**config.mk**
```make
export PLATFORM = sky130hd
export DESIGN_NAME = pwm_duty_demodulator_averager_flat
export DESIGN_NICKNAME = d
export VERILOG_FILES = /design/src/hdl/pwmda_pkg.sv /design/src/hdl/pwmda_if.sv /design/src/hdl/pwm_duty_demodulator_averager.sv /design/src/hdl/pwmda_ram.sv /design/src/hdl/pwmda_div.sv /design/src/hdl/pwmda_front.sv /design/src/hdl/pwmda_queue.sv /design/src/hdl/pwmda_back.sv /design/src/flat_wrapper.sv
export SDC_FILE = /design/constraint.sdc
export NUM_CORES = 1
export LEC_CHECK = 0
export BUFFER_PORTS_ARGS = -buffer_cell sky130_fd_sc_hd__buf_2
export CORE_ASPECT_RATIO = 1.1
export CORE_MARGIN = 8
export CORE_UTILIZATION = 60
export CTS_BUF_LIST = sky130_fd_sc_hd__clkbuf_8 sky130_fd_sc_hd__clkbuf_16
export CTS_CLUSTER_DIAMETER = 200
export DETAILED_ROUTE_END_ITERATION = 10
export PLACE_DENSITY = 0.77
export RECOVER_POWER = 100
export SYNTH_ARGS = -nofsm -noshare
export SYNTH_HDL_FRONTEND = slang
export SYNTH_HIERARCHICAL = 1
export SYNTH_SLANG_ARGS = --single-unit
```
**constraint.sdc**
```tcl
create_clock -name clk -period 8.2 [get_ports clk]
set_clock_uncertainty 0.1 [all_clocks]
set_input_delay 1.23 -clock clk [delete_from_list [all_inputs] [get_ports clk]]
set_output_delay 1.23 -clock clk [all_outputs]
set_load 0.02 [all_outputs]
```
**src/hdl/pwmda_pkg.sv**
```systemverilog
// ----------------------------------------------------------------------------
// pwmda_pkg
// Types and constants shared by the PWM duty demodulator and averager.
// ----------------------------------------------------------------------------
package pwmda_pkg;

	localparam int TIME_W     = 32;
	localparam int PCT_W      = 7;
	localparam int CODE_W     = 10;

	localparam logic [PCT_W-1:0]  PERCENT_FULL     = 7'd100;
	localparam logic [CODE_W-1:0] FULL_SCALE_RESET = 10'd620;

	// op field codes
	localparam logic OP_EDGE = 1'b0;
	localparam logic OP_TICK = 1'b1;

	// shared divider: 10 quotient bits, dividend below 1024 times divisor
	localparam int QUO_W      = 10;
	localparam int DIVIDEND_W = 39;
	localparam int DIVISOR_W  = TIME_W;
	localparam int DVS_W      = DIVISOR_W + QUO_W - 1;
	localparam int STEP_W     = $clog2(QUO_W);

	// job queue between front and back
	localparam int QUEUE_DEPTH = 2;
	localparam int QPTR_W      = 1;

	typedef struct packed {
		logic              op;
		logic [TIME_W-1:0] capture_time;
	} item_t;

	typedef struct packed {
		logic [CODE_W-1:0] dac_code;
		logic [PCT_W-1:0]  average_percent;
	} result_t;

	typedef enum logic {
		JOB_DUTY,
		JOB_AVG
	} job_kind_t;

	typedef struct packed {
		job_kind_t         kind;
		logic [TIME_W-1:0] high;
		logic [TIME_W-1:0] period;
	} job_t;

	typedef struct packed {
		logic                  start;
		logic [DIVIDEND_W-1:0] dividend;
		logic [DIVISOR_W-1:0]  divisor;
	} div_req_t;

	typedef struct packed {
		logic             busy;
		logic             done;
		logic [QUO_W-1:0] quotient;
	} div_rsp_t;

endpackage

```
**src/hdl/pwmda_if.sv**
```systemverilog
// ----------------------------------------------------------------------------
// pwmda_if
// Valid/ready channels for input items and for results.
// ----------------------------------------------------------------------------
interface pwmda_item_if;
	logic             valid;
	logic             ready;
	pwmda_pkg::item_t data;

	modport source (output valid, output data, input ready);
	modport sink   (input valid, input data, output ready);
endinterface

interface pwmda_result_if;
	logic               valid;
	logic               ready;
	pwmda_pkg::result_t data;

	modport source (output valid, output data, input ready);
	modport sink   (input valid, input data, output ready);
endinterface

```
**src/hdl/pwm_duty_demodulator_averager.sv**
```systemverilog
// ----------------------------------------------------------------------------
// pwm_duty_demodulator_averager
// PWM duty capture with a moving average scaled to a DAC code.
// ----------------------------------------------------------------------------
// Usage:
//   item channel: op = edge capture (timestamp, alternating rise then fall)
//   or update tick. A rising edge sets the period; a falling edge stores
//   the duty percent into a ring of WINDOW entries; a tick yields one beat
//   on the result channel with the ring average and its DAC code.
//   cfg_we / cfg_wdata write the full scale code; write it only while idle.
// Flow:
//   the front takes an item whenever the queue has room and hands jobs to
//   a two-entry queue. A falling edge job runs the ten-step shared divider
//   in the back, or skips it at full duty or zero period.
//   A tick makes one ring read per entry, then a divide for the mean and
//   a multiply and divide for the DAC code. Sustained rate is set by the
//   back, which runs one job at a time while the front keeps taking items.
// Reset: timing state, ring pointer and ring valid bits clear at once;
//   the ring reads as all zero until written; no clearing pass.
// Stall: a finished result waits in the output register while the front
//   keeps taking items until the queue fills.
// ----------------------------------------------------------------------------
module pwm_duty_demodulator_averager #(
	parameter int WINDOW = 10
) (
	input  logic                          clk,
	input  logic                          arst_n,
	input  logic                          cfg_we,
	input  logic [pwmda_pkg::CODE_W-1:0]  cfg_wdata,
	pwmda_item_if.sink                    item,
	pwmda_result_if.source                result
);

	logic [pwmda_pkg::CODE_W-1:0] full_scale_q;
	logic                         push;
	logic                         pop;
	logic                         q_full;
	logic                         q_empty;
	pwmda_pkg::job_t              push_job;
	pwmda_pkg::job_t              head_job;

	// full scale register
	always_ff @(posedge clk or negedge arst_n) begin
		if (!arst_n) begin
			full_scale_q <= pwmda_pkg::FULL_SCALE_RESET;
		end else if (cfg_we) begin
			full_scale_q <= cfg_wdata;
		end
	end

	pwmda_front u_front (
		.clk      (clk),
		.arst_n   (arst_n),
		.item     (item),
		.q_full   (q_full),
		.push     (push),
		.push_job (push_job)
	);

	pwmda_queue u_queue (
		.clk      (clk),
		.arst_n   (arst_n),
		.push     (push),
		.push_job (push_job),
		.full     (q_full),
		.pop      (pop),
		.head     (head_job),
		.empty    (q_empty)
	);

	pwmda_back #(
		.WINDOW (WINDOW)
	) u_back (
		.clk        (clk),
		.arst_n     (arst_n),
		.full_scale (full_scale_q),
		.job        (head_job),
		.job_valid  (!q_empty),
		.job_pop    (pop),
		.result     (result)
	);

endmodule

```
**src/hdl/pwmda_ram.sv**
```systemverilog
// ----------------------------------------------------------------------------
// pwmda_ram
// Generic single-write, single-read RAM with registered read data.
// ----------------------------------------------------------------------------
module pwmda_ram #(
	parameter int WIDTH = 8,
	parameter int DEPTH = 16
) (
	input  logic                                    clk,
	input  logic                                    we,
	input  logic [((DEPTH > 1) ? $clog2(DEPTH) : 1)-1:0] waddr,
	input  logic [WIDTH-1:0]                        wdata,
	input  logic [((DEPTH > 1) ? $clog2(DEPTH) : 1)-1:0] raddr,
	output logic [WIDTH-1:0]                        rdata
);

	logic [WIDTH-1:0] mem [DEPTH];

	// write port and registered read port
	always_ff @(posedge clk) begin
		if (we) begin
			mem[waddr] <= wdata;
		end
		rdata <= mem[raddr];
	end

endmodule

```
**src/hdl/pwmda_div.sv**
```systemverilog
// ----------------------------------------------------------------------------
// pwmda_div
// Restoring divider, one quotient bit per cycle, shared by all divisions.
// ----------------------------------------------------------------------------
module pwmda_div (
	input  logic                clk,
	input  logic                arst_n,
	input  pwmda_pkg::div_req_t req,
	output pwmda_pkg::div_rsp_t rsp
);

	logic [pwmda_pkg::DIVIDEND_W-1:0] rem_q;
	logic [pwmda_pkg::DVS_W-1:0]      dvs_q;
	logic [pwmda_pkg::QUO_W-1:0]      quo_q;
	logic [pwmda_pkg::STEP_W-1:0]     step_q;
	logic                             busy_q;
	logic                             done_q;
	logic [pwmda_pkg::DVS_W:0]        diff;

	// trial subtraction, borrow in the top bit
	assign diff = (pwmda_pkg::DVS_W + 1)'(rem_q) - {1'b0, dvs_q};

	always_ff @(posedge clk or negedge arst_n) begin
		if (!arst_n) begin
			busy_q <= 1'b0;
			done_q <= 1'b0;
			step_q <= '0;
		end else begin
			done_q <= 1'b0;
			if (req.start && !busy_q) begin
				busy_q <= 1'b1;
				step_q <= '0;
			end else if (busy_q) begin
				step_q <= step_q + 1'b1;
				if (step_q == pwmda_pkg::STEP_W'(pwmda_pkg::QUO_W - 1)) begin
					busy_q <= 1'b0;
					done_q <= 1'b1;
				end
			end
		end
	end

	// datapath
	always_ff @(posedge clk) begin
		if (req.start && !busy_q) begin
			rem_q <= req.dividend;
			dvs_q <= {req.divisor, (pwmda_pkg::QUO_W - 1)'(0)};
			quo_q <= '0;
		end else if (busy_q) begin
			if (!diff[pwmda_pkg::DVS_W]) begin
				rem_q <= diff[pwmda_pkg::DIVIDEND_W-1:0];
				quo_q <= {quo_q[pwmda_pkg::QUO_W-2:0], 1'b1};
			end else begin
				quo_q <= {quo_q[pwmda_pkg::QUO_W-2:0], 1'b0};
			end
			dvs_q <= dvs_q >> 1;
		end
	end

	assign rsp.busy     = busy_q;
	assign rsp.done     = done_q;
	assign rsp.quotient = quo_q;

endmodule

```
**src/hdl/pwmda_front.sv**
```systemverilog
// ----------------------------------------------------------------------------
// pwmda_front
// Accepts items, tracks edge timing and turns falling edges and ticks into jobs.
// ----------------------------------------------------------------------------
module pwmda_front (
	input  logic                clk,
	input  logic                arst_n,
	pwmda_item_if.sink          item,
	input  logic                q_full,
	output logic                push,
	output pwmda_pkg::job_t     push_job
);

	logic [pwmda_pkg::TIME_W-1:0] last_edge_q;
	logic [pwmda_pkg::TIME_W-1:0] last_rise_q;
	logic [pwmda_pkg::TIME_W-1:0] period_q;
	logic                         expect_rising_q;
	logic                         accept;
	logic                         is_edge;

	assign item.ready = !q_full;
	assign accept     = item.valid && item.ready;
	assign is_edge    = (item.data.op == pwmda_pkg::OP_EDGE);

	// falling edges and ticks become jobs, rising edges stay here
	assign push = accept && (!is_edge || !expect_rising_q);
	assign push_job = '{
		kind:   is_edge ? pwmda_pkg::JOB_DUTY : pwmda_pkg::JOB_AVG,
		high:   item.data.capture_time - last_edge_q,
		period: period_q
	};

	// edge timing state
	always_ff @(posedge clk or negedge arst_n) begin
		if (!arst_n) begin
			last_edge_q     <= '0;
			last_rise_q     <= '0;
			period_q        <= '0;
			expect_rising_q <= 1'b1;
		end else if (accept && is_edge) begin
			if (expect_rising_q) begin
				period_q    <= item.data.capture_time - last_rise_q;
				last_rise_q <= item.data.capture_time;
			end
			expect_rising_q <= !expect_rising_q;
			last_edge_q     <= item.data.capture_time;
		end
	end

endmodule

```
**src/hdl/pwmda_queue.sv**
```systemverilog
// ----------------------------------------------------------------------------
// pwmda_queue
// Short job queue that decouples the front from the back.
// ----------------------------------------------------------------------------
module pwmda_queue (
	input  logic            clk,
	input  logic            arst_n,
	input  logic            push,
	input  pwmda_pkg::job_t push_job,
	output logic            full,
	input  logic            pop,
	output pwmda_pkg::job_t head,
	output logic            empty
);

	pwmda_pkg::job_t               entry_q [pwmda_pkg::QUEUE_DEPTH];
	logic [pwmda_pkg::QPTR_W-1:0]  wr_ptr_q;
	logic [pwmda_pkg::QPTR_W-1:0]  rd_ptr_q;
	logic [pwmda_pkg::QPTR_W:0]    count_q;

	assign full  = (count_q == (pwmda_pkg::QPTR_W + 1)'(pwmda_pkg::QUEUE_DEPTH));
	assign empty = (count_q == '0);
	assign head  = entry_q[rd_ptr_q];

	// pointers and fill count
	always_ff @(posedge clk or negedge arst_n) begin
		if (!arst_n) begin
			wr_ptr_q <= '0;
			rd_ptr_q <= '0;
			count_q  <= '0;
		end else begin
			if (push) begin
				wr_ptr_q <= wr_ptr_q + 1'b1;
			end
			if (pop) begin
				rd_ptr_q <= rd_ptr_q + 1'b1;
			end
			if (push && !pop) begin
				count_q <= count_q + 1'b1;
			end else if (pop && !push) begin
				count_q <= count_q - 1'b1;
			end
		end
	end

	// storage
	always_ff @(posedge clk) begin
		if (push) begin
			entry_q[wr_ptr_q] <= push_job;
		end
	end

endmodule

```
**src/hdl/pwmda_back.sv**
```systemverilog
// ----------------------------------------------------------------------------
// pwmda_back
// Runs jobs: duty computation into the ring, and averaging into a result beat.
// ----------------------------------------------------------------------------
module pwmda_back #(
	parameter int WINDOW = 10
) (
	input  logic                          clk,
	input  logic                          arst_n,
	input  logic [pwmda_pkg::CODE_W-1:0]  full_scale,
	input  pwmda_pkg::job_t               job,
	input  logic                          job_valid,
	output logic                          job_pop,
	pwmda_result_if.source                result
);

	localparam int IDX_W = (WINDOW > 1) ? $clog2(WINDOW) : 1;
	localparam int CNT_W = $clog2(WINDOW + 1);
	localparam int SUM_W = $clog2(WINDOW * 100 + 1);
	localparam int MUL_W = pwmda_pkg::TIME_W + pwmda_pkg::CODE_W;

	typedef enum logic [3:0] {
		S_IDLE,
		S_LOAD,
		S_DUTY_DIV,
		S_DUTY_WAIT,
		S_WRITE,
		S_SUM,
		S_AVG_DIV,
		S_AVG_WAIT,
		S_DAC_MUL,
		S_DAC_DIV,
		S_DAC_WAIT,
		S_EMIT
	} state_t;

	state_t                          state_q;
	pwmda_pkg::job_t                 job_q;
	logic [pwmda_pkg::PCT_W-1:0]     duty_q;
	logic [pwmda_pkg::PCT_W-1:0]     avg_q;
	logic [IDX_W-1:0]                ring_idx_q;
	logic [WINDOW-1:0]               valid_q;
	logic [CNT_W-1:0]                rd_cnt_q;
	logic                            rd_pend_s1;
	logic                            vbit_s1;
	logic [SUM_W-1:0]                sum_q;
	logic [pwmda_pkg::DIVIDEND_W-1:0] prod_q;
	logic                            res_valid_q;
	pwmda_pkg::result_t              res_data_q;

	logic [pwmda_pkg::TIME_W-1:0]    mul_a;
	logic [pwmda_pkg::CODE_W-1:0]    mul_b;
	logic [MUL_W-1:0]                prod_full;
	logic                            rd_issue;
	logic [IDX_W-1:0]                raddr;
	logic [pwmda_pkg::PCT_W-1:0]     rdata;
	logic                            emit_ok;
	pwmda_pkg::div_req_t             div_req;
	pwmda_pkg::div_rsp_t             div_rsp;

	assign job_pop = (state_q == S_IDLE) && job_valid;

	// shared multiplier: high time by 100, or average by full scale
	assign mul_a = (state_q == S_DAC_MUL) ? pwmda_pkg::TIME_W'(avg_q) : job_q.high;
	assign mul_b = (state_q == S_DAC_MUL) ? full_scale
	                                      : pwmda_pkg::CODE_W'(pwmda_pkg::PERCENT_FULL);
	assign prod_full = MUL_W'(mul_a) * MUL_W'(mul_b);

	// ring sweep read address
	assign rd_issue = (state_q == S_SUM) && (rd_cnt_q < CNT_W'(WINDOW));
	assign raddr    = rd_issue ? rd_cnt_q[IDX_W-1:0] : '0;

	// divider requests
	always_comb begin
		div_req.start    = (state_q == S_DUTY_DIV) || (state_q == S_AVG_DIV) ||
		                   (state_q == S_DAC_DIV);
		div_req.dividend = (state_q == S_AVG_DIV) ? pwmda_pkg::DIVIDEND_W'(sum_q) : prod_q;
		case (state_q)
			S_DUTY_DIV: div_req.divisor = job_q.period;
			S_AVG_DIV:  div_req.divisor = pwmda_pkg::DIVISOR_W'(WINDOW);
			default:    div_req.divisor = pwmda_pkg::DIVISOR_W'(pwmda_pkg::PERCENT_FULL);
		endcase
	end

	assign emit_ok = !res_valid_q || result.ready;

	pwmda_div u_div (
		.clk    (clk),
		.arst_n (arst_n),
		.req    (div_req),
		.rsp    (div_rsp)
	);

	pwmda_ram #(
		.WIDTH (pwmda_pkg::PCT_W),
		.DEPTH (WINDOW)
	) u_ring (
		.clk   (clk),
		.we    (state_q == S_WRITE),
		.waddr (ring_idx_q),
		.wdata (duty_q),
		.raddr (raddr),
		.rdata (rdata)
	);

	// sequencer state and control registers
	always_ff @(posedge clk or negedge arst_n) begin
		if (!arst_n) begin
			state_q     <= S_IDLE;
			ring_idx_q  <= '0;
			valid_q     <= '0;
			rd_pend_s1  <= 1'b0;
			res_valid_q <= 1'b0;
		end else begin
			rd_pend_s1 <= rd_issue;
			// result register: load on emit, clear once the beat is taken
			if (state_q == S_EMIT && emit_ok) begin
				res_valid_q <= 1'b1;
			end else if (res_valid_q && result.ready) begin
				res_valid_q <= 1'b0;
			end
			case (state_q)
				S_IDLE: begin
					if (job_valid) begin
						state_q <= S_LOAD;
					end
				end
				S_LOAD: begin
					if (job_q.kind == pwmda_pkg::JOB_AVG) begin
						state_q <= S_SUM;
					end else if (job_q.period == '0 || job_q.high >= job_q.period) begin
						state_q <= S_WRITE;
					end else begin
						state_q <= S_DUTY_DIV;
					end
				end
				S_DUTY_DIV:  state_q <= S_DUTY_WAIT;
				S_DUTY_WAIT: begin
					if (div_rsp.done) begin
						state_q <= S_WRITE;
					end
				end
				S_WRITE: begin
					valid_q[ring_idx_q] <= 1'b1;
					ring_idx_q <= (ring_idx_q == IDX_W'(WINDOW - 1)) ? '0 : ring_idx_q + 1'b1;
					state_q    <= S_IDLE;
				end
				S_SUM: begin
					if (!rd_issue && !rd_pend_s1) begin
						state_q <= S_AVG_DIV;
					end
				end
				S_AVG_DIV:  state_q <= S_AVG_WAIT;
				S_AVG_WAIT: begin
					if (div_rsp.done) begin
						state_q <= S_DAC_MUL;
					end
				end
				S_DAC_MUL:  state_q <= S_DAC_DIV;
				S_DAC_DIV:  state_q <= S_DAC_WAIT;
				S_DAC_WAIT: begin
					if (div_rsp.done) begin
						state_q <= S_EMIT;
					end
				end
				S_EMIT: begin
					if (emit_ok) begin
						state_q <= S_IDLE;
					end
				end
				default: state_q <= S_IDLE;
			endcase
		end
	end

	// datapath registers
	always_ff @(posedge clk) begin
		vbit_s1 <= valid_q[raddr];
		if (job_pop) begin
			job_q <= job;
		end
		if (state_q == S_LOAD) begin
			prod_q   <= prod_full[pwmda_pkg::DIVIDEND_W-1:0];
			sum_q    <= '0;
			rd_cnt_q <= '0;
			if (job_q.period == '0) begin
				duty_q <= '0;
			end else begin
				duty_q <= pwmda_pkg::PERCENT_FULL;
			end
		end
		if (state_q == S_DAC_MUL) begin
			prod_q <= prod_full[pwmda_pkg::DIVIDEND_W-1:0];
		end
		if (state_q == S_DUTY_WAIT && div_rsp.done) begin
			duty_q <= div_rsp.quotient[pwmda_pkg::PCT_W-1:0];
		end
		if (rd_issue) begin
			rd_cnt_q <= rd_cnt_q + 1'b1;
		end
		// unwritten ring entries count as zero
		if (state_q == S_SUM && rd_pend_s1 && vbit_s1) begin
			sum_q <= sum_q + SUM_W'(rdata);
		end
		if (state_q == S_AVG_WAIT && div_rsp.done) begin
			avg_q <= div_rsp.quotient[pwmda_pkg::PCT_W-1:0];
		end
		if (state_q == S_EMIT && emit_ok) begin
			res_data_q.dac_code        <= div_rsp.quotient;
			res_data_q.average_percent <= avg_q;
		end
	end

	assign result.valid = res_valid_q;
	assign result.data  = res_data_q;

	// ring pointer never leaves the window
	a_ring_idx_range: assert property (@(posedge clk) disable iff (!arst_n)
		ring_idx_q <= IDX_W'(WINDOW - 1))
		else $error("ring index out of window");

	// the shared divider is only started when free
	a_div_start_free: assert property (@(posedge clk) disable iff (!arst_n)
		div_req.start |-> !div_rsp.busy)
		else $error("divider started while busy");

	// a loaded average never exceeds full duty
	a_avg_bound: assert property (@(posedge clk) disable iff (!arst_n)
		(state_q == S_EMIT && emit_ok) |-> (avg_q <= pwmda_pkg::PERCENT_FULL))
		else $error("average above full duty");

	// a duty job goes through the divider only below full duty
	a_duty_div_bound: assert property (@(posedge clk) disable iff (!arst_n)
		(state_q == S_DUTY_DIV) |-> (job_q.high < job_q.period))
		else $error("duty division without fraction");

endmodule

```
**src/flat_wrapper.sv**
```systemverilog
// flat-port wrapper written by rule: the top's interface ports become plain ports
module pwm_duty_demodulator_averager_flat 
#(
	parameter int WINDOW = 10
)
  (clk, arst_n, cfg_we, cfg_wdata, item_valid, item_data, item_ready, result_valid, result_data, result_ready);
  pwmda_item_if item_i ();
  pwmda_result_if result_i ();
  input  logic clk;
  input  logic arst_n;
  input  logic cfg_we;
  input  logic [pwmda_pkg::CODE_W-1:0] cfg_wdata;
  input wire logic [$bits(item_i.valid)-1:0] item_valid;
  input wire logic [$bits(item_i.data)-1:0] item_data;
  output wire logic [$bits(item_i.ready)-1:0] item_ready;
  output wire logic [$bits(result_i.valid)-1:0] result_valid;
  output wire logic [$bits(result_i.data)-1:0] result_data;
  input wire logic [$bits(result_i.ready)-1:0] result_ready;
  assign item_i.valid = item_valid;
  assign item_i.data = item_data;
  assign item_ready = item_i.ready;
  assign result_valid = result_i.valid;
  assign result_data = result_i.data;
  assign result_i.ready = result_ready;
  pwm_duty_demodulator_averager #(.WINDOW(WINDOW)) u_core (.clk(clk), .arst_n(arst_n), .cfg_we(cfg_we), .cfg_wdata(cfg_wdata), .item(item_i), .result(result_i));
endmodule
```
Word level (Yosys, flattened, before mapping):

Memories as Yosys holds them, arrays and structs flattened. A register that Yosys moved wholly into a read port is not among the register bits.
Index checks and enable logic that the tools add are counted.

* bits in registers: 312
* logic and storage cells: 164
* memories: 2
* input port bits: 48
* output and inout port bits: 19
* RAM bits: 200

* mux-type cells: 51
* bitwise logic cells: 2
* $add $sub $neg: 11
* $lt $le $gt $ge: 5
* reductions and logical operators: 43
* eq/ne operators: 21
* multipliers: 1

Memory list
* u_core.u_queue.entry_q: depth 2, bits a word 65, read ports 1, clocked after Yosys merged registers in 1, wr ports 1, line pwmda_queue.sv:16 `pwmda_pkg::job_t entry_q [pwmda_pkg::QUEUE_DEPTH];`
* u_core.u_back.u_ring.mem: depth 10, bits a word 7, read ports 1, clocked after Yosys merged registers in 1, wr ports 1, line pwmda_ram.sv:17 `logic [WIDTH-1:0] mem [DEPTH];`

Operator list (number)
* $mux 39: 6
* $mux 41: 2
* $pmux 32 s2: 1
* $sub 32x32->32: 2
* $mux 4: 12
* $pmux 4 s11: 1
* $sub 39x41->42: 1
* $mul 32x10->39: 1
* $ge 32x32->1: 1
* $logic_not 32->1: 1
* $mux 32: 1
* $mux 10: 3
* $eq 4x4->1 const B: 6
* $mux 7: 3
* $eq 4x3->1 const B: 4
* $logic_and 1x1->1: 16
* $mux 1: 16
* $reduce_bool 2->1: 7
* $add 4x1->4 const B: 3
* $add 10x7->10: 1
* $lt 4x5->1 const B: 2
* $or 10x10->10: 1
* $logic_not 1->1: 9
* $eq 4x2->1 const B: 2
* other kinds (19): 32

Logic depth before layout (Yosys ltp):

Gate-level depths: netlist of run 1.

* word-level depth: 8
* depth in mapped cells: 25
* mapped depth without buffers: 22

Hierarchy:

The synthesis of run 1 kept the hierarchy.

Modules (own cells, without submodules)
* pwmda_back: instances 1, cells each 1571, area an instance 16724.8 um^2, seq. area each 4994.8 um^2
* pwmda_front: instances 1, cells each 831, area an instance 7138.1 um^2, seq. area each 2428.6 um^2
* pwmda_div: instances 1, cells each 666, area an instance 6067.1 um^2, seq. area each 2662.6 um^2
* pwmda_queue: instances 1, cells each 218, area an instance 5038.6 um^2, seq. area each 4003.8 um^2
* pwmda_ram: instances 1, cells each 165, area an instance 2992.9 um^2, seq. area each 2242.2 um^2
* pwm_duty_demodulator_averager: instances 1, cells each 22, area an instance 421.7 um^2, seq. area each 256.5 um^2

Worst setup path after synthesis of run 1:

No wires, ideal clock.

* path type: register -> register
* from: reg u_core.u_back.state_q[2]
* to: reg u_core/u_back/prod_q[23] in the netlist's numbering, data pin
* data required time: 7.844 ns
* stages on the path, launching flop included: 23
* data arrival time: 5.752 ns
* slack: 2.092 ns
* setup time: 0.256 ns
* buffers on the path: 4
* period minus slack after synthesis: 6.108 ns
* cells stage by stage: dfrtp_1 buf_2 inv_2 nand2_1 nor3_1 clkbuf_1 clkbuf_1 and3_1 fa_1 fa_1 fa_1 fa_1 inv_1 fa_1 inv_1 ha_1 buf_6 a21oi_2 o21ai_2 a221oi_2 nand2_1 a211o_1 and4_1

* cells in the longest elaborated chain, start to end: 5
* elaborated cells on any way between the ends: 6
* classes of those cells: 1 x mul; 1 x eq/ne; 4 x mux

RTL lines
* from (decl): line pwmda_back.sv:37 `state_t state_q;`
* from (signal assigned): line pwmda_back.sv:109 `state_q <= S_IDLE;`
* from (signal assigned): line pwmda_back.sv:125 `state_q <= S_LOAD;`
* from (signal assigned): line pwmda_back.sv:130 `state_q <= S_SUM;`
* $eq 4x4->1 (*): line pwmda_back.sv:64, pwmda_back.sv:65
* $mux 32 / $mux 10 (equally long branches): line pwmda_back.sv:64, pwmda_back.sv:65
* $mul 32x10->39 (*): line pwmda_back.sv:67 `assign prod_full = MUL_W'(mul_a) * MUL_W'(mul_b);`
* named net u_core.u_back.prod_full[23]: line pwmda_back.sv:53 `logic [MUL_W-1:0] prod_full;`
* $mux 39: line pwmda_back.sv:182 `if (state_q == S_LOAD) begin`
* $mux 39 (*): line pwmda_back.sv:192 `if (state_q == S_DAC_MUL) begin`
* to (signal assigned): line pwmda_back.sv:183 `prod_q <= prod_full[pwmda_pkg::DIVIDEND_W-1:0];`
* to (signal assigned): line pwmda_back.sv:193 `prod_q <= prod_full[pwmda_pkg::DIVIDEND_W-1:0];`
* to (decl): line pwmda_back.sv:47 `logic [pwmda_pkg::DIVIDEND_W-1:0] prod_q;`

The timed path passes the listed nets; every way through them passes the cells marked *. The select of a mux whose other input is x is not followed.
A chain may end at the register's enable or synchronous reset.

Worst setup path in the final report of run 1:

* from: reg u_core.u_back.state_q[1]
* to: reg u_core/u_back/prod_q[26] in the netlist's numbering, data pin

Same word-level chain as after synthesis.

==> impl_summary.md, run 1 <==
Run status
The run finished, with violations left. The checks that failed: capacitance limit, slew limit.

Critical path
The data arrival at the endpoint of the critical path is 7620 ps. Across all register-to-register paths, the minimum setup slack is 810 ps. The worst setup path is captured at a register.

The critical path is of the reg -> reg type. The critical path starts at u_core/u_back/state_q[1]. Of all nets on the critical path, the largest fanout is 39.

The endpoint identified for the worst register-to-register timing path is u_core/u_back/prod_q[26]. The worst register-to-register path has a depth of 17. The most critical setup path has its endpoint at u_core/u_back/prod_q[26]. The worst register-to-register path begins at u_core/u_back/state_q[1].

The type of element launching the critical path is a register. Data on the critical path is required at its endpoint by between 8000 and 9000 ps.

Detailed routing
The final layout contains routed wiring with a total length of 82800 um. The total number of vias is 25582. The post-detailed-route wirelength per cell is around 18 um. The number of design-rule violations left by the first detailed-router iteration is 1728.

The remaining antenna violation count is 0. After detailed routing, the number of vias per cell comes to 5.62. The detailed-router iteration count before antenna repair is 5.

In the routed design, unresolved DRC markers number 0.

STA
Final hold analysis gives a worst-case slack of around 320 ps. The top achievable clock speed is 135 MHz. The clock period could shrink to 7390 ps. The actual transition at the worst max-transition pin is 4050 ps. The final hold violation count is 0. The max-slew violation count is 841. The worst pin sits at a relative slew slack of -170%. The total negative slack is 0 ps. Setup repair after global routing left no endpoint under its margin. The post-route clock period utilization is 90.2%. The count of final setup violators is 0.

GRT
Across every metal layer, demand over resource in global routing totals 23.0%. The maximum number of pins on one net before global-route repair is 96. The first global-routing pass estimated 136000 um of wire. The number of global-route vias before repair is 26413. The number of antenna violations at the first check in global routing is 0. Summed over all layers, the global routing overflow is 0.

Placed design
The count of input and output buffers is 66. The wire-length estimate of the detail-placed layout is 63200 um. Routability-driven placement finished with a final weighted congestion of around 0.93.

Clock network
The CTS root buffer is clkbuf_16. The clock slew seen by the registers of the worst setup and hold paths is 60 ps. The longest clock path from root to sink contains 3 buffers.

The clock net sink count is 584. The clock tree synthesis step divided the H-tree into 2 levels. The count of hold-fix buffers inserted at cts is 0. The clock insertion delay at the later pin of the skew report is 640 ps. TritonCTS built the clock tree. In this run, CTS created clock tree buffers numbering 58. Gates resized during post-CTS repair numbered 0.

The buffer count from post-CTS setup fixing is 0.

Final layout
The growth of design area from synthesis to finish is 8.20%. The layout cell share with drive strength beyond 1 is 8.12%. The count of nets after finishing is 4153.

The repair_antennas step left the layout with diodes totalling 0.

Floorplanning
Measured along the y axis, the die boundary spans 281 um. In this run the core area contains 97 standard-cell rows. The initial core utilization is about three fifths. The die covers just over 70000 um2.

In this run the count of I/O pins placed on the die edge is 67. In this run the horizontal extent of the chip is 257 um. The area inside the core boundary is 63500 um2.

Yosys
The synthesized cell area is 38400 um2. The mean instance size in the synthesized netlist is 11.1 um2. The synthesis warning total is 6. The synthesized instance count is 3472.

Worst hold path
The worst hold path begins at u_core/u_back/u_div/dvs_q[4]. The path class of the tightest hold or removal check is reg -> reg.

Job
The tool flagged a number of max-cap violations equal to 16.
worst min path at each step:
stage / endpoint / slack, ps / depth (start not counted)
after floorplan: u_core/u_back/result.data[16] / 310 / 0
after global placement: u_core/u_back/result.data[16] / 320 / 0
after detailed placement: u_core/u_back/valid_q[4] / 340 / 1
after CTS: u_core/u_queue/entry_q[1][25] / 330 / 0
after global routing: u_core/u_back/u_div/dvs_q[3] / 340 / 2
final: u_core/u_back/u_div/dvs_q[3] / 320 / 2
metal layers:
metal  track usage [%]  vias up  part of all wire [%]
li1                  -    12298                     -
met1              29.4    12425                    42
met4              8.49        0                   4.1
met2              40.1      674                    49
met3              3.02      185                   4.6
met5                 0        -                     0
metrics by stage:
stage | instance area [um2] | std cells | utilization [%] | setup WS [ps]
4_1_cts | 41900 | 4549 | 66.1 | 1230
6_report | 41500 | 4549 | 65.4 | 807
2_1_floorplan | 39000 | 3639 | - | 2090
3_5_place_dp | 40000 | 4439 | 63.0 | 1300
5_1_grt | 41500 | 4549 | 65.4 | 420
3_3_place_gp | 40000 | 4439 | 63.0 | 1420
flip-flops by register name, indices dropped and copies added (netlist names), 17 cells and up:
signal                      cells
u_core/u_back/u_div/rem_q      39
u_core/u_back/job_q            65
u_core/u_back/u_ring/mem       70
u_core/u_front/last_rise_q     32
u_core/u_back/prod_q           39
u_core/u_front/period_q        32
u_core/u_front/last_edge_q     32
u_core/u_queue/entry_q        130
u_core/u_back/result.data      17
u_core/u_back/u_div/dvs_q      41
placed cells by master, fill, tap and decap left out, drive strengths merged, types with 58 or more instances in the layout:
cell	n
inv	437
edfxtp	420
nand2	335
fa	240
o21ai	214
ha	207
a21oi	185
conb	169
nor2	158
mux2	146
dfrtp	131
clkbuf	103
xnor2	80
nor3	75
a21o	70
nor2b	60
and3	58
critical path, stage by stage, from the launching register on:
cell and delay, ps:
dfrtp_1 540, nor2_1 260, nand3_2 660, a22o_1 500
fa_1 560, fa_1 440, fa_1 520, fa_1 560
inv_1 60, fa_1 520, inv_1 40, ha_1 420
a211oi_2 300, o21bai_1 140, a2111oi_0 790, o21ai_0 290
a21oi_1 270, xnor2_1 110
area by class of cell:
class                           count  area, um2
Clock buffer                       60       1480
Multi-Input combinational cell   2499      19900
Tap cell                          841       1050
Sequential cell                   584      16600
Inverter                          424       1590
Fill cell                        5005      22000
Timing Repair Buffer               91        419
Clock inverter                     50        478
Power of run 1 is not shown: default switching activity piles up to over one toggle a cycle in this logic, so the estimate is an artifact.
==> inputs of run 2 (changes only) <==
==> constraint.sdc (replaced) <==
create_clock -name clk -period 8.2 [get_ports clk]
set_clock_uncertainty 0.1 [all_clocks]
set_input_delay 1.23 -clock clk [delete_from_list [all_inputs] [get_ports clk]]
set_output_delay 1.23 -clock clk [all_outputs]
set_load 0.005 [all_outputs]
==> run 2 against run 1 <==
Against the previous run: the run still ends with capacitance limit, slew limit left; routed wire length barely moved; die area did not move; via count barely moved; largest cell class unchanged.
==> impl_summary.md, run 2 (same netlist as run 1, synthesis figures left out) <==
Run status
The flow ran to the end, but the final reports show violations. The final reports fail on capacitance limit, slew limit.

Placed design
The sum of net half-perimeters after detailed placement is 63200 um (unchanged). The final weighted congestion in routability-driven placement is 0.931 (unchanged). The count of input and output buffers came to 66 (unchanged).

Final layout
The number of flip-flops in the largest register is 130 (unchanged). The register ranked first by flip-flop count is u_core/u_queue/entry_q. The library cells used most frequently in the layout, excluding fill and tap cells, are inv_1, edfxtp_1, nand2_1.

The layout cell share with drive strength beyond 1 is 8.20% (+0.081 points). The growth of design area from synthesis to finish is 8.21% (about the same). The count of nets after finishing is 4153 (unchanged). The total inserted antenna cells is 0 (unchanged). The most common library cell in the layout ignoring fill and taps is inv_1.

The largest registers in the layout are u_core/u_queue/entry_q: 130 flops, u_core/u_back/u_ring/mem: 70 flops, u_core/u_back/job_q: 65 flops.

GRT
The global-route wire length before repair is 136000 um (unchanged). The maximum number of pins on one net before global-route repair is 96 (unchanged). The total routing usage reported by global routing came to 23.0% (unchanged). The number of global-route vias before repair came to 26413 (unchanged). The number of antenna violations at the first check in global routing is 0 (unchanged). The total congestion overflow is 0 (unchanged).

Clock network
The quantity of gates resized following cts is 0 (unchanged). The root buffer cell chosen for the clock tree is clkbuf_16. The H-tree depth is 2 (unchanged).

The count of hold-fix buffers inserted at cts was 0 (unchanged). The clock insertion delay at the later pin of the skew report came to 640 ps (about the same). The clock slew seen by the registers of the worst setup and hold paths is 60 ps (about the same). The largest buffer count on any clock path was 3 (unchanged).

The clock buffer count from CTS is 58 (unchanged). The clock tree from TritonCTS is yes. The buffer count from post-CTS setup fixing is 0 (unchanged). The clock net sink count is 584 (unchanged).

STA
The total negative slack came to 0 ps (unchanged). Setup repair after global routing left no endpoint under its margin. The actual transition at the worst max-transition pin is 4050 ps (+1.13 ps). The top achievable clock speed is 135 MHz (about the same). The max-slew violation count was 841 (unchanged).

The final hold violation count is 0 (unchanged). The count of final setup violators is 0 (unchanged). The post-route clock period utilization is 90.1% (about the same). The relative slew slack is -170% (about the same). The final critical-path required period is 7390 ps (-1.29 ps).

Floorplanning
The site row count is 97 (unchanged). The initial core utilization is 60.5% (unchanged). The chip width is 257 um (unchanged). The die span in y is 281 um (unchanged).

The die footprint came to 72300 um2 (unchanged). The boundary pin count is 67 (unchanged). The area inside the core boundary was 63500 um2 (unchanged).

Detailed routing
The total number of vias was 25601 (+0.074%). The remaining antenna violation count is 0 (unchanged). The post-detailed-route wirelength per cell came to 18.2 um (about the same). The detailed-router iteration count before antenna repair is 5 (unchanged). The post-detailed-routing wire length is 82900 um (about the same). The count of unresolved DRC violations after routing came to 0 (unchanged). The via-per-instance ratio is 5.63 (about the same). The number of design-rule violations left by the first detailed-router iteration is 1728 (unchanged).

Critical path
The data arrival at the endpoint of the critical path is 7620 ps (about the same). The worst-path maximum fanout is 39 (unchanged). The most critical setup path has its endpoint at u_core/u_back/prod_q[26].

The type of element launching the critical path is a register. The launch instance of the worst register-to-register path is u_core/u_back/state_q[1]. The worst register-to-register path ends at u_core/u_back/prod_q[26].

The minimum setup slack among reg-to-reg paths is 810 ps (about the same). The type of the worst setup path is reg -> reg. The cell count of the worst reg-to-reg path is 17 (unchanged).

The worst setup path is captured at a register. The worst path required time was 8430 ps (about the same). The startpoint of the worst setup timing path is u_core/u_back/state_q[1].

Worst hold path
The class of the tightest hold or removal check is reg -> reg. The hold path depth is 2 (unchanged). The startpoint identified for the worst hold timing path is u_core/u_back/u_div/dvs_q[4].

Job
The reported max-cap violation count was 16 (unchanged).
==> run 2: critical path, stage by stage (launching register included) <==
cell and delay (ps):
dfrtp_1 540, nor2_1 260, nand3_2 650, a22o_1 500, fa_1 560, fa_1 440
fa_1 520, fa_1 560, inv_1 60, fa_1 520, inv_1 40, ha_1 420
a211oi_2 300, o21bai_1 140, a2111oi_0 790, o21ai_0 290, a21oi_1 270, xnor2_1 110
==> run 2: worst min-delay path by stage <==
stage / to / slack [ps]
CTS: u_core/u_queue/entry_q[1][25] / 330
floorplan: u_core/u_back/result.data[16] / 310
global placement: u_core/u_back/result.data[16] / 320
detailed placement: u_core/u_back/valid_q[4] / 340
finish: u_core/u_back/u_div/dvs_q[3] / 320
global route: u_core/u_back/u_div/dvs_q[3] / 340
==> run 2: layout make-up <==
type | count | area (um2)
Clock buffer | 60 | 1480
Inverter | 424 | 1590
Fill cell | 5002 | 21900
Sequential cell | 584 | 16600
Clock inverter | 50 | 478
Timing Repair Buffer | 91 | 423
Multi-Input combinational cell | 2499 | 19900
Tap cell | 841 | 1050
==> run 2: metal layers <==
metal	wire, um	track usage, %	vias up
met5	0	0	-
met4	3400	8.49	0
met3	3760	3.02	185
met2	40700	40.1	672
met1	35000	29.4	12446
li1	-	-	12298
==> run 2: metrics by stage <==
step | hold slack (ps) | area (um2) | setup WS, ps | std cells | util (%)
floorplan | 308 | 39000 | 2090 | 3639 | -
detailed placement | 344 | 40000 | 1300 | 4439 | 63.0
CTS | 329 | 41900 | 1230 | 4549 | 66.1
global route | 344 | 41500 | 420 | 4549 | 65.4
global placement | 325 | 40000 | 1420 | 4439 | 63.0
finish | 324 | 41500 | 808 | 4549 | 65.4
Power of run 2 is left out for the same reason.
==> inputs of run 3 (changes only) <==
==> constraint.sdc (replaced) <==
create_clock -name clk -period 7.4 [get_ports clk]
set_clock_uncertainty 0.1 [all_clocks]
set_input_delay 1.11 -clock clk [delete_from_list [all_inputs] [get_ports clk]]
set_output_delay 1.11 -clock clk [all_outputs]
set_load 0.005 [all_outputs]
==> run 3 against run 2 <==
Against the previous run: the flow still finishes with violations (capacitance limit, slew limit); register-to-register slack lost 320 ps; first-iteration DRC count grew 14%; global-route usage shrank 0.23 points; maximum frequency grew 6.9%; critical path depth grew 5; sequential cell count is the same; final area grew 0.15%; clock-buffer cell count grew 8; routed wire length is essentially flat; die area is the same; sequential share of layout area shrank 0.061 points; largest cell class unchanged; highest routed layer is now met5.
==> impl_summary.md, run 3 (same netlist as run 1, synthesis figures left out) <==
Floorplanning
The initial core utilization is 60.5% (unchanged). The boundary pin count is 67 (unchanged). The chip width was 257 um (unchanged). The area inside the core boundary came to 63500 um2 (unchanged). The die span in y came to 281 um (unchanged).

The die footprint is 72300 um2 (unchanged). The site row count is 97 (unchanged).

Detailed routing
The post-detailed-routing wire length came to 82800 um (about the same). The met1 layer wirelength in the final routing is 35300 um (+0.81%). The via-per-instance ratio came to 5.67 (+0.67%). Signal routing reaches up to met5. The count of unresolved DRC violations after routing was 0 (unchanged). The routed length on met3 is 3830 um (+1.8%). The detailed-router iteration count before antenna repair is 8 (+3). The number of design-rule violations left by the first detailed-router iteration is 1962 (+14%).

The routed wire length on met2 was 40700 um (about the same). The remaining antenna violation count came to 0 (unchanged). The post-detailed-route wirelength per cell is 18.2 um (-0.17%). The total number of vias is 25795 (+0.76%).

Critical path
The number of buffers and inverters on the critical path was 7 (+5). The endpoint of the worst-slack reg-to-reg timing path is u_core/u_back/prod_q[23]. The worst path required time is 7700 ps (-730 ps). The minimum setup slack among reg-to-reg paths was 480 ps (-320 ps). STA classifies the critical path startpoint as a register.

The critical path goes through clkbuf_1, nor3_2, buf_4, and2_1, a22oi_1, fa_1, inv_1, fa_1, inv_1, fa_1, inv_1, fa_1, inv_1, fa_1, inv_1, ha_1, a21oi_1, o21ai_2, a221oi_2, nand2_1, a211o_1, and4_1. The data arrival at the endpoint of the critical path is 7210 ps (-410 ps). The critical path's largest stage delay is 530 ps (-260 ps).

The slowest stage of the critical path belongs to the cell fa_1. On the critical path the largest part of the delay comes from adder cells. The launch instance of the worst register-to-register path is u_core/u_back/state_q[0]. By startpoint and endpoint, the worst setup path is classified as reg -> reg. The cell count of the worst reg-to-reg path was 22 (+5). The endpoint kind of the worst setup timing path is a register. The worst-path maximum fanout is 19 (-51%).

STA
The top achievable clock speed is 145 MHz (+6.9%). The total negative slack came to 0 ps (unchanged). The final hold violation count is 0 (unchanged).

The count of final setup violators is 0 (unchanged). The relative slew slack is -145% (+25 points). The final critical-path required period is 6920 ps (-476 ps).

The post-route clock period utilization was 93.4% (+3.3 points). The actual transition at the worst max-transition pin is 3680 ps (-373 ps). The max-slew violation count is 778 (-7.5%). The post-route worst hold slack is 307 ps (-17.3 ps). Setup repair after global routing left no endpoint under its margin.

GRT
The number of global-route vias before repair came to 26149 (-1.0%). The maximum number of pins on one net before global-route repair was 101 (+5.2%). The global-route wire length before repair was 135000 um (-1.0%).

The number of antenna violations at the first check in global routing was 4 (+4). The total routing usage reported by global routing is 22.8% (-0.23 points). The total congestion overflow is 0 (unchanged).

Clock network
The H-tree depth is 2 (unchanged). The largest buffer count on any clock path is 3 (unchanged). The tree is rooted in a clkbuf_16. The count of hold-fix buffers inserted at cts is 0 (unchanged). The clock insertion delay at the later pin of the skew report came to 650 ps (about the same). The clock net sink count is 584 (unchanged). The clock slew seen by the registers of the worst setup and hold paths is 70 ps (about the same). The quantity of gates resized following cts is 0 (unchanged).

The clock buffer count from CTS was 60 (+3.4%). The clock tree from TritonCTS is yes. The buffer count from post-CTS setup fixing was 0 (unchanged).

Placed design
The count of input and output buffers is 66 (unchanged). The sum of net half-perimeters after detailed placement was 63100 um (-0.15%). The final weighted congestion in routability-driven placement is 0.906 (-2.7%).

Final layout
The library cell used most frequently in the layout, excluding fill and tap cells, is inv_1. The count of nets after finishing is 4157 (+0.096%). In the final layout, the registers with the most flip-flops are u_core/u_queue/entry_q: 130 flops, u_core/u_back/u_ring/mem: 70 flops, u_core/u_back/job_q: 65 flops. The number of flip-flops in the largest register is 130 (unchanged).

The register ranked first by flip-flop count is u_core/u_queue/entry_q. The layout cell share with drive strength beyond 1 was 8.54% (+0.34 points). The growth of design area from synthesis to finish is 8.37%.

The filler cell count in the final layout came to 4912 (-1.8%). The top cell types in the final layout, fill and taps aside, are inv_1, edfxtp_1, nand2_1.

Worst hold path
The worst hold path terminates at u_core/u_back/u_div/dvs_q[3]. In this run the most critical hold path is launched from u_core/u_back/u_div/dvs_q[4]. The hold path depth came to 2 (unchanged). The class of the tightest hold or removal check is reg -> reg.

Run status
The run finished, with violations left. The final reports fail on capacitance limit, slew limit.

Job
The reported max-cap violation count is 16 (unchanged).
run 3: cell count changes in the layout (fill, tap and decap cells not counted), sizes merged:
| cell | delta |
|---|---|
| diode | +1 |
| buf | +9 |
| bufinv | -4 |
| clkbuf | +1 |
| inv | +7 |
| clkinvlp | -3 |
| clkinv | -7 |
run 3: final cells by class:
type | instances | area (um2) | area share (%)
antenna | 1 | 2.50 | 0.00602
clock buffer | 68 | 1610 | 3.87
clock inverter | 43 | 344 | 0.827
inverter | 424 | 1590 | 3.83
multi-input combinational | 2499 | 20000 | 48.0
sequential | 584 | 16600 | 39.9
tap | 841 | 1050 | 2.53
timing repair buffer | 93 | 444 | 1.07
run 3: worst max path at each step:
stage | from | endpoint | slack [ps] | cells after the start
6_report | u_core/u_back/state_q[0] | u_core/u_back/prod_q[23] | 480 | 22
5_1_grt | u_core/u_back/state_q[0] | u_core/u_back/prod_q[35] | 60 | 22
4_1_cts | u_core/u_back/state_q[3] | u_core/u_back/prod_q[34] | 550 | 17
3_5_place_dp | u_core/u_back/state_q[3] | u_core/u_back/prod_q[34] | 590 | 17
3_3_place_gp | u_core/u_back/state_q[3] | u_core/u_back/prod_q[34] | 680 | 17
2_1_floorplan | u_core/u_back/state_q[2] | u_core/u_back/prod_q[23] | 1290 | 22
run 3: routing by layer:
layer / GRT usage [%] / vias up
met5: 0 / -
met1: 29.2 / 12683
li1: - / 12315
met3: 3.39 / 172
met2: 39.4 / 619
met4: 7.99 / 6
run 3: per-stage QoR:
step	area [um2]	util, %	instances	setup WS, ps
2_1_floorplan	39000	-	3639	1290
3_3_place_gp	40000	63.0	4441	684
3_5_place_dp	40000	63.0	4441	590
4_1_cts	41900	66.1	4552	551
5_1_grt	41600	65.5	4552	64.2
6_report	41600	65.5	4553	485
run 3: tightest hold or removal path, cell delays in order, from the launching register on:
cell,delay [ps]
dfxtp_1,330
nand2_1,50
o31ai_1,50
Power of run 3 is left out for the same reason.
